## config.mk

```make
export PLATFORM = sky130hd
export DESIGN_NAME = stx_etx_deframer_with_ack
export DESIGN_NICKNAME = d
export VERILOG_FILES = /design/src/rtl/core/stxack_pkg.sv /design/src/rtl/core/stxack_deframer.sv /design/src/rtl/core/stxack_emitter.sv /design/src/rtl/core/stx_etx_deframer_with_ack.sv
export SDC_FILE = /design/constraint.sdc
export NUM_CORES = 1
export LEC_CHECK = 0
export ABC_AREA = 0
export CORE_MARGIN = 5
export CORE_UTILIZATION = 41
export CTS_CLUSTER_SIZE = 28
export DETAILED_ROUTE_END_ITERATION = 7
export DONT_BUFFER_PORTS = 1
export HOLD_SLACK_MARGIN = 0.05
export PLACE_DENSITY_LB_ADDON = 0.25
export SLEW_MARGIN = 10
export SYNTH_ARGS = -nofsm -noshare
export SYNTH_HDL_FRONTEND = slang
export SYNTH_SLANG_ARGS = --single-unit
```

## constraint.sdc

```tcl
create_clock -name clk -period 13.31 [get_ports clk]
set_clock_uncertainty 0.15 [all_clocks]
set_input_delay 0.6655 -clock clk [delete_from_list [all_inputs] [get_ports clk]]
set_output_delay 0.6655 -clock clk [all_outputs]
set_load 0.01 [all_outputs]
```

## src/rtl/core/stxack_pkg.sv

```systemverilog
// stxack_pkg: shared constants, types and the fixed acknowledge text
// for the stx/etx deframer with acknowledge; no dependencies
package stxack_pkg;

  localparam int BYTE_W          = 8;
  localparam int HDR_LEN         = 15;
  localparam int HDR_IDX_W       = $clog2(HDR_LEN);
  localparam int ACK_LEN         = 27;
  localparam int ACK_IDX_W       = $clog2(ACK_LEN);
  localparam int TEXT_LEN        = 10;
  localparam int MIN_FLOOR       = 16;
  localparam int CNT_W           = 12;
  localparam int FRAME_LIMIT_DEF = 2048;
  localparam int CFG_IDX_W       = 2;

  localparam logic [BYTE_W-1:0] START_CHAR_RST = 8'h53;
  localparam logic [BYTE_W-1:0] END_CHAR_RST   = 8'h45;
  localparam logic [BYTE_W-1:0] MIN_LENGTH_RST = 8'd16;

  // ascii "999ACK-MSG"
  localparam logic [BYTE_W-1:0] ACK_TEXT [TEXT_LEN] = '{
    8'h39, 8'h39, 8'h39, 8'h41, 8'h43, 8'h4B, 8'h2D, 8'h4D, 8'h53, 8'h47
  };

  typedef enum logic [CFG_IDX_W-1:0] {
    CFG_START_CHAR = 2'd0,
    CFG_END_CHAR   = 2'd1,
    CFG_MIN_LENGTH = 2'd2
  } cfg_idx_t;

  typedef logic [HDR_LEN-1:0][BYTE_W-1:0] hdr_t;

  // deframer to emitter: start an acknowledge with this header copy
  typedef struct packed {
    logic load;
    hdr_t hdr;
  } ack_req_t;

endpackage

```

## src/rtl/core/stxack_deframer.sv

```systemverilog
// stxack_deframer: frame tracking, body count and header capture
// depends on stxack_pkg
module stxack_deframer #(
  parameter int FRAME_LIMIT = stxack_pkg::FRAME_LIMIT_DEF
) (
  input  logic                         clk,
  input  logic                         rst_n,
  input  logic                         in_valid,
  input  logic [stxack_pkg::BYTE_W-1:0] in_rx_byte,
  output logic                         in_stall,
  input  logic [stxack_pkg::BYTE_W-1:0] start_char,
  input  logic [stxack_pkg::BYTE_W-1:0] end_char,
  input  logic [stxack_pkg::BYTE_W-1:0] min_length,
  input  logic                         emit_busy,
  output stxack_pkg::ack_req_t         ack_req
);
  import stxack_pkg::*;

  logic              in_frame_r, in_frame_nxt;
  logic [CNT_W-1:0]  body_count_r, body_count_nxt;
  hdr_t              hdr_r;
  logic [BYTE_W-1:0] need;
  logic              is_start, is_end, ack_due, fire, body_wr;

  assign need     = (min_length < BYTE_W'(MIN_FLOOR)) ? BYTE_W'(MIN_FLOOR) : min_length;
  assign is_start = (in_rx_byte == start_char);
  assign is_end   = (in_rx_byte == end_char) && !is_start;
  assign ack_due  = in_frame_r && is_end && (body_count_r >= CNT_W'(need));
  // only an end byte that earns an ack waits for the emitter
  assign in_stall = emit_busy && ack_due;
  assign fire     = in_valid && !in_stall;
  assign body_wr  = fire && in_frame_r && !is_start && !is_end;

  always_comb begin
    in_frame_nxt   = in_frame_r;
    body_count_nxt = body_count_r;
    if (fire) begin
      if (is_start) begin
        in_frame_nxt   = 1'b1;
        body_count_nxt = '0;
      end else if (in_frame_r) begin
        if (is_end) begin
          in_frame_nxt = 1'b0;
        end else if (body_count_r < CNT_W'(FRAME_LIMIT)) begin
          body_count_nxt = body_count_r + CNT_W'(1);
        end
      end
    end
  end

  always_ff @(posedge clk) begin
    if (!rst_n) begin
      in_frame_r   <= 1'b0;
      body_count_r <= '0;
    end else begin
      in_frame_r   <= in_frame_nxt;
      body_count_r <= body_count_nxt;
    end
  end

  always_ff @(posedge clk) begin
    if (body_wr && (body_count_r < CNT_W'(HDR_LEN))) begin
      hdr_r[body_count_r[HDR_IDX_W-1:0]] <= in_rx_byte;
    end
  end

  assign ack_req.load = fire && ack_due;
  assign ack_req.hdr  = hdr_r;

endmodule

```

## src/rtl/core/stxack_emitter.sv

```systemverilog
// stxack_emitter: header snapshot, byte sequencer and output register
// depends on stxack_pkg
module stxack_emitter (
  input  logic                         clk,
  input  logic                         rst_n,
  input  stxack_pkg::ack_req_t         ack_req,
  input  logic [stxack_pkg::BYTE_W-1:0] start_char,
  input  logic [stxack_pkg::BYTE_W-1:0] end_char,
  output logic                         emit_busy,
  output logic                         out_valid,
  input  logic                         out_stall,
  output logic [stxack_pkg::BYTE_W-1:0] out_ack_byte,
  output logic                         out_ack_last
);
  import stxack_pkg::*;

  hdr_t                 snap_r;
  logic                 busy_r, busy_nxt;
  logic [ACK_IDX_W-1:0] idx_r, idx_nxt;
  logic                 out_valid_r, out_valid_nxt;
  logic [BYTE_W-1:0]    out_byte_r;
  logic                 out_last_r;
  logic [BYTE_W-1:0]    frame [ACK_LEN];
  logic                 adv, step, at_end;

  // acknowledge layout: start, dst addr, src addr, text, msg code, end
  always_comb begin
    frame[0] = start_char;
    for (int k = 0; k < 6; k++) begin
      frame[1 + k] = snap_r[6 + k];
      frame[7 + k] = snap_r[k];
    end
    for (int k = 0; k < TEXT_LEN; k++) begin
      frame[13 + k] = ACK_TEXT[k];
    end
    for (int k = 0; k < 3; k++) begin
      frame[23 + k] = snap_r[12 + k];
    end
    frame[ACK_LEN-1] = end_char;
  end

  assign adv    = !out_valid_r || !out_stall;
  assign step   = busy_r && adv;
  assign at_end = (idx_r == ACK_IDX_W'(ACK_LEN - 1));

  always_comb begin
    busy_nxt      = busy_r;
    idx_nxt       = idx_r;
    out_valid_nxt = out_valid_r;
    if (step) begin
      out_valid_nxt = 1'b1;
      idx_nxt       = idx_r + ACK_IDX_W'(1);
      if (at_end) begin
        busy_nxt = 1'b0;
      end
    end else if (adv) begin
      out_valid_nxt = 1'b0;
    end
    if (ack_req.load) begin
      busy_nxt = 1'b1;
      idx_nxt  = '0;
    end
  end

  always_ff @(posedge clk) begin
    if (!rst_n) begin
      busy_r      <= 1'b0;
      idx_r       <= '0;
      out_valid_r <= 1'b0;
    end else begin
      busy_r      <= busy_nxt;
      idx_r       <= idx_nxt;
      out_valid_r <= out_valid_nxt;
    end
  end

  always_ff @(posedge clk) begin
    if (ack_req.load) begin
      snap_r <= ack_req.hdr;
    end
    if (step) begin
      out_byte_r <= frame[idx_r];
      out_last_r <= at_end;
    end
  end

  assign emit_busy    = busy_r;
  assign out_valid    = out_valid_r;
  assign out_ack_byte = out_byte_r;
  assign out_ack_last = out_last_r;

endmodule

```

## src/rtl/core/stx_etx_deframer_with_ack.sv

```systemverilog
// stx_etx_deframer_with_ack: top level, configuration registers and checks
// depends on stxack_pkg, stxack_deframer, stxack_emitter
//
// usage
// - input channel: one received byte per request (in_rx_byte), taken when
//   in_valid is high and in_stall is low; a byte per cycle unless stalled
// - a start byte opens a frame (also inside one) and clears the count; body
//   bytes are counted and the first 15 kept as header; an end byte closes
//   the frame and, if the body was long enough, starts a 27-byte ack
// - result channel: one ack byte per request (out_ack_byte, out_ack_last on
//   the final byte), taken when out_valid is high and out_stall is low
// - ack output: the taken end byte sets the sequencer busy, then the first
//   ack byte is registered out; one byte per cycle unless the receiver stalls
// - throughput: one input byte per cycle; the ack sequencer holds one ack
//   at a time, so an end byte that earns a further ack is stalled until
//   the previous ack has left the sequencer (other bytes flow on)
// - receiver stall holds the output register and the sequencer; input
//   keeps flowing until an ack-earning end byte meets a busy sequencer
// - config port: cfg_index/cfg_data written on cfg_valid (cfg_ready is
//   always high); index 0 start char, 1 end char, 2 min length, others
//   ignored; write only while idle
// - reset (synchronous, rst_n low): no frame open, count zero, no ack
//   pending, config back to 'S', 'E' and 16
module stx_etx_deframer_with_ack #(
  parameter int FRAME_LIMIT = stxack_pkg::FRAME_LIMIT_DEF
) (
  input  logic                            clk,
  input  logic                            rst_n,
  input  logic                            in_valid,
  output logic                            in_stall,
  input  logic [stxack_pkg::BYTE_W-1:0]    in_rx_byte,
  output logic                            out_valid,
  input  logic                            out_stall,
  output logic [stxack_pkg::BYTE_W-1:0]    out_ack_byte,
  output logic                            out_ack_last,
  input  logic                            cfg_valid,
  output logic                            cfg_ready,
  input  logic [stxack_pkg::CFG_IDX_W-1:0] cfg_index,
  input  logic [stxack_pkg::BYTE_W-1:0]    cfg_data
);
  import stxack_pkg::*;

  // configuration registers
  logic [BYTE_W-1:0] start_char_r, start_char_nxt;
  logic [BYTE_W-1:0] end_char_r, end_char_nxt;
  logic [BYTE_W-1:0] min_length_r, min_length_nxt;

  ack_req_t ack_req;
  logic     emit_busy;

  assign cfg_ready = 1'b1;

  always_comb begin
    start_char_nxt = start_char_r;
    end_char_nxt   = end_char_r;
    min_length_nxt = min_length_r;
    if (cfg_valid && cfg_ready) begin
      case (cfg_index)
        CFG_START_CHAR: start_char_nxt = cfg_data;
        CFG_END_CHAR:   end_char_nxt   = cfg_data;
        CFG_MIN_LENGTH: min_length_nxt = cfg_data;
        default:        ;  // unknown index, write dropped
      endcase
    end
  end

  always_ff @(posedge clk) begin
    if (!rst_n) begin
      start_char_r <= START_CHAR_RST;
      end_char_r   <= END_CHAR_RST;
      min_length_r <= MIN_LENGTH_RST;
    end else begin
      start_char_r <= start_char_nxt;
      end_char_r   <= end_char_nxt;
      min_length_r <= min_length_nxt;
    end
  end

  // frame tracking and header capture
  stxack_deframer #(
    .FRAME_LIMIT (FRAME_LIMIT)
  ) u_deframer (
    .clk        (clk),
    .rst_n      (rst_n),
    .in_valid   (in_valid),
    .in_rx_byte (in_rx_byte),
    .in_stall   (in_stall),
    .start_char (start_char_r),
    .end_char   (end_char_r),
    .min_length (min_length_r),
    .emit_busy  (emit_busy),
    .ack_req    (ack_req)
  );

  // ack sequencer with output register
  stxack_emitter u_emitter (
    .clk          (clk),
    .rst_n        (rst_n),
    .ack_req      (ack_req),
    .start_char   (start_char_r),
    .end_char     (end_char_r),
    .emit_busy    (emit_busy),
    .out_valid    (out_valid),
    .out_stall    (out_stall),
    .out_ack_byte (out_ack_byte),
    .out_ack_last (out_ack_last)
  );

  // a new ack never starts over one still being sequenced
  a_load_idle: assert property (@(posedge clk) disable iff (!rst_n)
    ack_req.load |-> !emit_busy)
    else $error("ack load while sequencer busy");

  // accepted ack request always starts the sequencer
  a_load_busy: assert property (@(posedge clk) disable iff (!rst_n)
    ack_req.load |=> emit_busy)
    else $error("ack load did not start sequencer");

  // input only waits on a busy sequencer
  a_stall_cause: assert property (@(posedge clk) disable iff (!rst_n)
    in_stall |-> emit_busy)
    else $error("input stalled with idle sequencer");

endmodule

```

* After elaboration in Yosys (flattened, before gate mapping) *
Index checks and enable logic that the tools add are counted.

word-level totals
  register bits after elaboration = 293
  bits of input ports = 23
  output and inout bits = 12

cells by class
  $add $sub $neg = 2
  $lt $le $gt $ge = 7
  equal/unequal tests = 6
  mux-type cells = 19
  bitwise operators = 2
  reductions and logical operators = 30

operators with widths
  cell                     count
  $bwmux W120              1
  $mux W12                 4
  $bmux W8 S5              1
  $demux W8 S4             1
  $mux W8                  4
  $eq A8 B8 Y1             2
  $add A12 B1 Y12 const B  1
  $ge A12 B8 Y1            1
  $logic_and A1 B1 Y1      12
  $lt A12 B12 Y1 const B   1
  $lt A12 B4 Y1 const B    1
  $reduce_bool A2 Y1       5
  $lt A8 B5 Y1 const B     1
  $mux W1                  8
  $reduce_and A2 Y1        4
  $ge A6 B6 Y1 const B     1
  $not A5 Y6               1
  $add A5 B1 Y5 const B    1
  $eq A5 B5 Y1 const B     1
  $logic_not A1 Y1         5
  $lt A4 B5 Y1 const B     1
  $ge A4 B1 Y1 const B     1
  $reduce_and A4 Y1        1
  $eq A2 B1 Y1 const B     1
  6 further kinds          6

* Longest topological paths before layout *
  word-level depth = 12
  gate-level depth with buffers = 9
  mapped depth without buffers = 8

* Cells and area by module *
From an unflattened synthesis, not the netlist that was laid out.

unflattened totals
  cells, all modules = 689
  area, all modules = 11389.7 um2

by module, submodules not included
  module                     instances  cells each  area each (um2)  sequential area each (um2)
  stxack_emitter             1          305         5494.0           4013.8
  stxack_deframer            1          284         4912.2           3863.7
  stx_etx_deframer_with_ack  1          100         983.4            480.5

* Worst setup path before layout *
No wires, ideal clock.

  path kind = flip-flop to flip-flop
  start = register min_length_r[7]
  end = register u_emitter.snap_r (netlist bit u_emitter.frame[10]), enable pin
  library setup time = 0.746 ns
  data arrival time = 9.874 ns
  required time = 12.414 ns
  slack = 2.540 ns
  cell stages (with the launch flop) = 8
  path buffers = 0
  period minus slack after synthesis = 10.770 ns
  cell sequence = dfxtp_1 -> or4_1 -> and2_1 -> ha_1 -> nor2b_1 -> o21ai_0 -> a21oi_1 -> nor3_1

RTL lines
  item                    line                             source
  from (decl)             stx_etx_deframer_with_ack.sv:46  logic [BYTE_W-1:0] min_length_r, min_length_nxt;
  from (signal assigned)  stx_etx_deframer_with_ack.sv:75  min_length_r <= min_length_nxt;
  to (signal assigned)    stxack_emitter.sv:79             snap_r <= ack_req.hdr;
  to (decl)               stxack_emitter.sv:17             hdr_t snap_r;

==> flow_metrics.env <==
export IMPL_criticalPathCategory="reg -> reg"
export IMPL_startpoint="min_length_r[7]"
export IMPL_top_usage_layer="met2"
export IMPL_min_delay_start="in_rx_byte[7]"
export IMPL_cp_end_kind="flop"
export IMPL_synth_cell_type_count=70
export IMPL_async_reset_ff_share_pct=0
export IMPL_firstDrtPassIters=5
export IMPL_post_route_cell_area_mm2=0.01285
export IMPL_synth_flop_cell="edfxtp_1"
export IMPL_synth_top_family_by_area="simple AND/OR/NAND/NOR gates"
export IMPL_clock_sinks=293
export IMPL_worstPathArrival_ns=3.93
export IMPL_use_met3_pct=3.055
export IMPL_grt_met2_usage_pct=24.83
export IMPL_die_w_um=176.6
export IMPL_via_per_inst=5.307
export IMPL_drc_errors=0
export IMPL_slew_limit_headroom_pct=27.94
export IMPL_cp_start_kind="flop"
export IMPL_clk_pin_slew_ns=0.06
export IMPL_cts_buffer_depth=3
export IMPL_cp_required_ns=13.31
export IMPL_max_slew_worst_pin_slew_ns=1.081
export IMPL_grtUsageMet1_pct=21.70
export IMPL_grt_first_pass_wirelength_um=36670
export IMPL_tns_ns=0
export IMPL_wire_per_inst_um=22.42
export IMPL_antenna_found_initial=0
export IMPL_cts_tree="yes"
export IMPL_synth_edf_count=249
export IMPL_routed_wl_um=24710
export IMPL_rows=61
export IMPL_drtIter0Drc=408
export IMPL_synth_xor_area_share_pct=2.078
export IMPL_fp_dieH_um=176.6
export IMPL_grtUsageTotal_pct=15.52
export IMPL_cp_max_fo=84
export IMPL_hold_path_end="u_deframer.ack_req[79]"
export IMPL_p_leak_nw=4.188
export IMPL_setup_viol=0
export IMPL_grt_overflow_total=0
export IMPL_synth_mux_area_share_pct=7.828
export IMPL_fin_crit_ns=3.937
export IMPL_ys_seq_area_share_pct=73.44
export IMPL_hpwl_um=15270
export IMPL_synth_simple_area_share_pct=8.553
export IMPL_r2r_start="min_length_r[7]"
export IMPL_final_nets=739
export IMPL_grt_max_degree=85
export IMPL_r2r_cells=9
export IMPL_period_share_pct=29.58
export IMPL_synth_top_area_cell="edfxtp_1"
export IMPL_hold_depth=0
export IMPL_yosysTopAreaCellShare_pct=65.70
export IMPL_outcome="finished, final reports clean"
export IMPL_worstSkewPairLatency_ns=0.54
export IMPL_antenna_left=0
export IMPL_dp_slack_ns=9.383
export IMPL_drive_above_1_share_pct=11.88
export IMPL_drv_cap=0
export IMPL_peakVddDrop_uv=101.6
export IMPL_place_congestion=0.7943
export IMPL_setup_ws_ns=9.373
export IMPL_cts_made_buffers=29
export IMPL_ys_warn_count=0
export IMPL_synth_seq_cells=293
export IMPL_syn_area_per_cell_um2=16.84
export IMPL_htree_levels=1
export IMPL_synthAdderAreaFrac_pct=1.649
export IMPL_r2r_end="u_emitter.frame[29]"
export IMPL_rsz0062_at_grt="false"
export IMPL_diodes=0
export IMPL_rrSetupSlack_ns=9.37
export IMPL_timing_final_hold_violations=0
export IMPL_io_pins=35
export IMPL_syn_nets=714
export IMPL_placed_area_mm2=0.01173
export IMPL_hold_path_class="in -> reg"
export IMPL_synth_cells=676
export IMPL_fp_coreArea_mm2=0.02763
export IMPL_synth_area_mm2=0.01138
export IMPL_initial_utilization_pct=41.19
export IMPL_fmax_mhz=254.0
export IMPL_die_area_mm2=0.03119
export IMPL_vias=5848
export IMPL_area_growth_pct=12.93
export IMPL_grt_pass1_vias=5938
export IMPL_slew_viol_final=0
export IMPL_post_cts_buffers=0
export IMPL_power_density_mw_per_mm2=143.1
export IMPL_io_buffers=0
export IMPL_synth_area_top_cells="edfxtp_1, dfxtp_1, mux4_2"
export IMPL_root_buffer="clkbuf_16"
export IMPL_synth_compound_area_share_pct=4.453
worst max-delay path by stage:
stage / endpoint / slack, ns / cells past startpoint
5_1_grt: u_emitter.frame[29] / 9.23 / 9
3_3_place_gp: u_emitter.frame[168] / 9.45 / 9
4_1_cts: u_emitter.frame[205] / 9.38 / 9
6_report: u_emitter.frame[29] / 9.37 / 9
3_5_place_dp: u_emitter.frame[160] / 9.38 / 9
2_1_floorplan: u_emitter.frame[10] / 2.54 / 7
what timing repair did:
item / CTS / global route
resized for setup: 0 / 0
hold buffers: 5 / 11
endpoints found under the hold margin: 30 / 46
logic make-up (layout without fill, tap and decap cells):
| logic type | count (synthesis) | after routing |
|---|---|---|
| adder cells (fa/ha/maj) | 15 | 15 |
| multiplexers | 59 | 59 |
| XOR/XNOR | 27 | 27 |
| buffers and inverters | 39 | 87 |
| AO/OA/AOI/OAI | 71 | 71 |
| flip-flops | 293 | 293 |
| other | 1 | 1 |
| AND/OR/NAND/NOR | 171 | 171 |
cells in the final DEF, fill, tap and decap left out, types with 6 or more instances in the layout:
master	instances
a21oi_1	11
ha_1	15
dlygate4sd3_1	16
inv_1	9
a211oi_1	7
buf_4	7
nor4_1	6
clkbuf_1	9
dfxtp_1	42
mux2i_1	35
and4b_1	8
nor2b_1	26
o21ai_0	11
o211ai_1	7
xnor2_1	12
nor2_1	31
nand3_1	7
nor3_1	8
nand2_1	44
clkbuf_16	29
and3_1	7
mux4_2	20
edfxtp_1	249
xor2_1	15
metrics by stage:
step | total power [mW] | util, % | instances | hold WS [ns]
after global routing | 1.898 | 46.52 | 1102 | 0.05005
after floorplan | 1.028 | - | 676 | 0.2503
after CTS | 1.848 | 46.12 | 1091 | 0.05030
after detailed placement | 1.031 | 42.45 | 1032 | 0.2545
final | 1.839 | 46.52 | 1102 | 0.07708
after global placement | 1.031 | 42.45 | 1032 | 0.2510
metal layers:
metal / wire (um) / vias up
met5: 0 / -
met1: 11050 / 2977
met4: 650 / 0
li1: - / 2681
met2: 11640 / 159
met3: 1376 / 31
layout make-up:
class / count / area, um2
clock inverter: 14 / 177.7
clock buffer: 40 / 787.0
tap: 378 / 473.0
timing repair buffer: 23 / 212.7
sequential: 293 / 8361
fill: 2403 / 14780
inverter: 10 / 37.54
multi-input combinational: 344 / 2804
registers in the layout, summed over array words and instances, names as in the netlist:
name and count:
u_emitter.out_ack_last 1, u_emitter.out_ack_byte 8, u_emitter.frame 120, u_deframer.in_frame_r 1, end_char_r 8, u_emitter.emit_busy 1, u_emitter.idx_r 5, min_length_r 8
u_deframer.ack_req 120, u_deframer.body_count_r 12, start_char_r 8, u_emitter.out_valid 1
critical path, cell delays in order (launching register included):
cell and delay (ns):
dfxtp_1 0.32, or4_1 0.60, and2_1 0.21, ha_1 0.27, nor2b_1 0.04, o21ai_0 0.18, a21oi_1 0.21, nor3_2 0.18
buf_4 0.44, buf_4 0.93
cells in the mapped netlist (all sizes together) (9+ instances only):
library cell / instances
edfxtp: 249
dfxtp: 44
nand2: 44
mux2i: 35
nor2: 31
nor2b: 27
mux4: 23
clkbuf: 15
ha: 15
xor2: 15
buf: 13
a21oi: 12
xnor2: 12
o21ai: 11
inv: 10
nor3: 9
report_power, final:
group / switching (mW) / internal [mW] / total [mW]
Sequential: 0.00289 / 0.990 / 0.993
Clock: 0.328 / 0.491 / 0.820
Combinational: 0.0141 / 0.0126 / 0.0267
No activity file was read; power rests on OpenSTA's default activity.
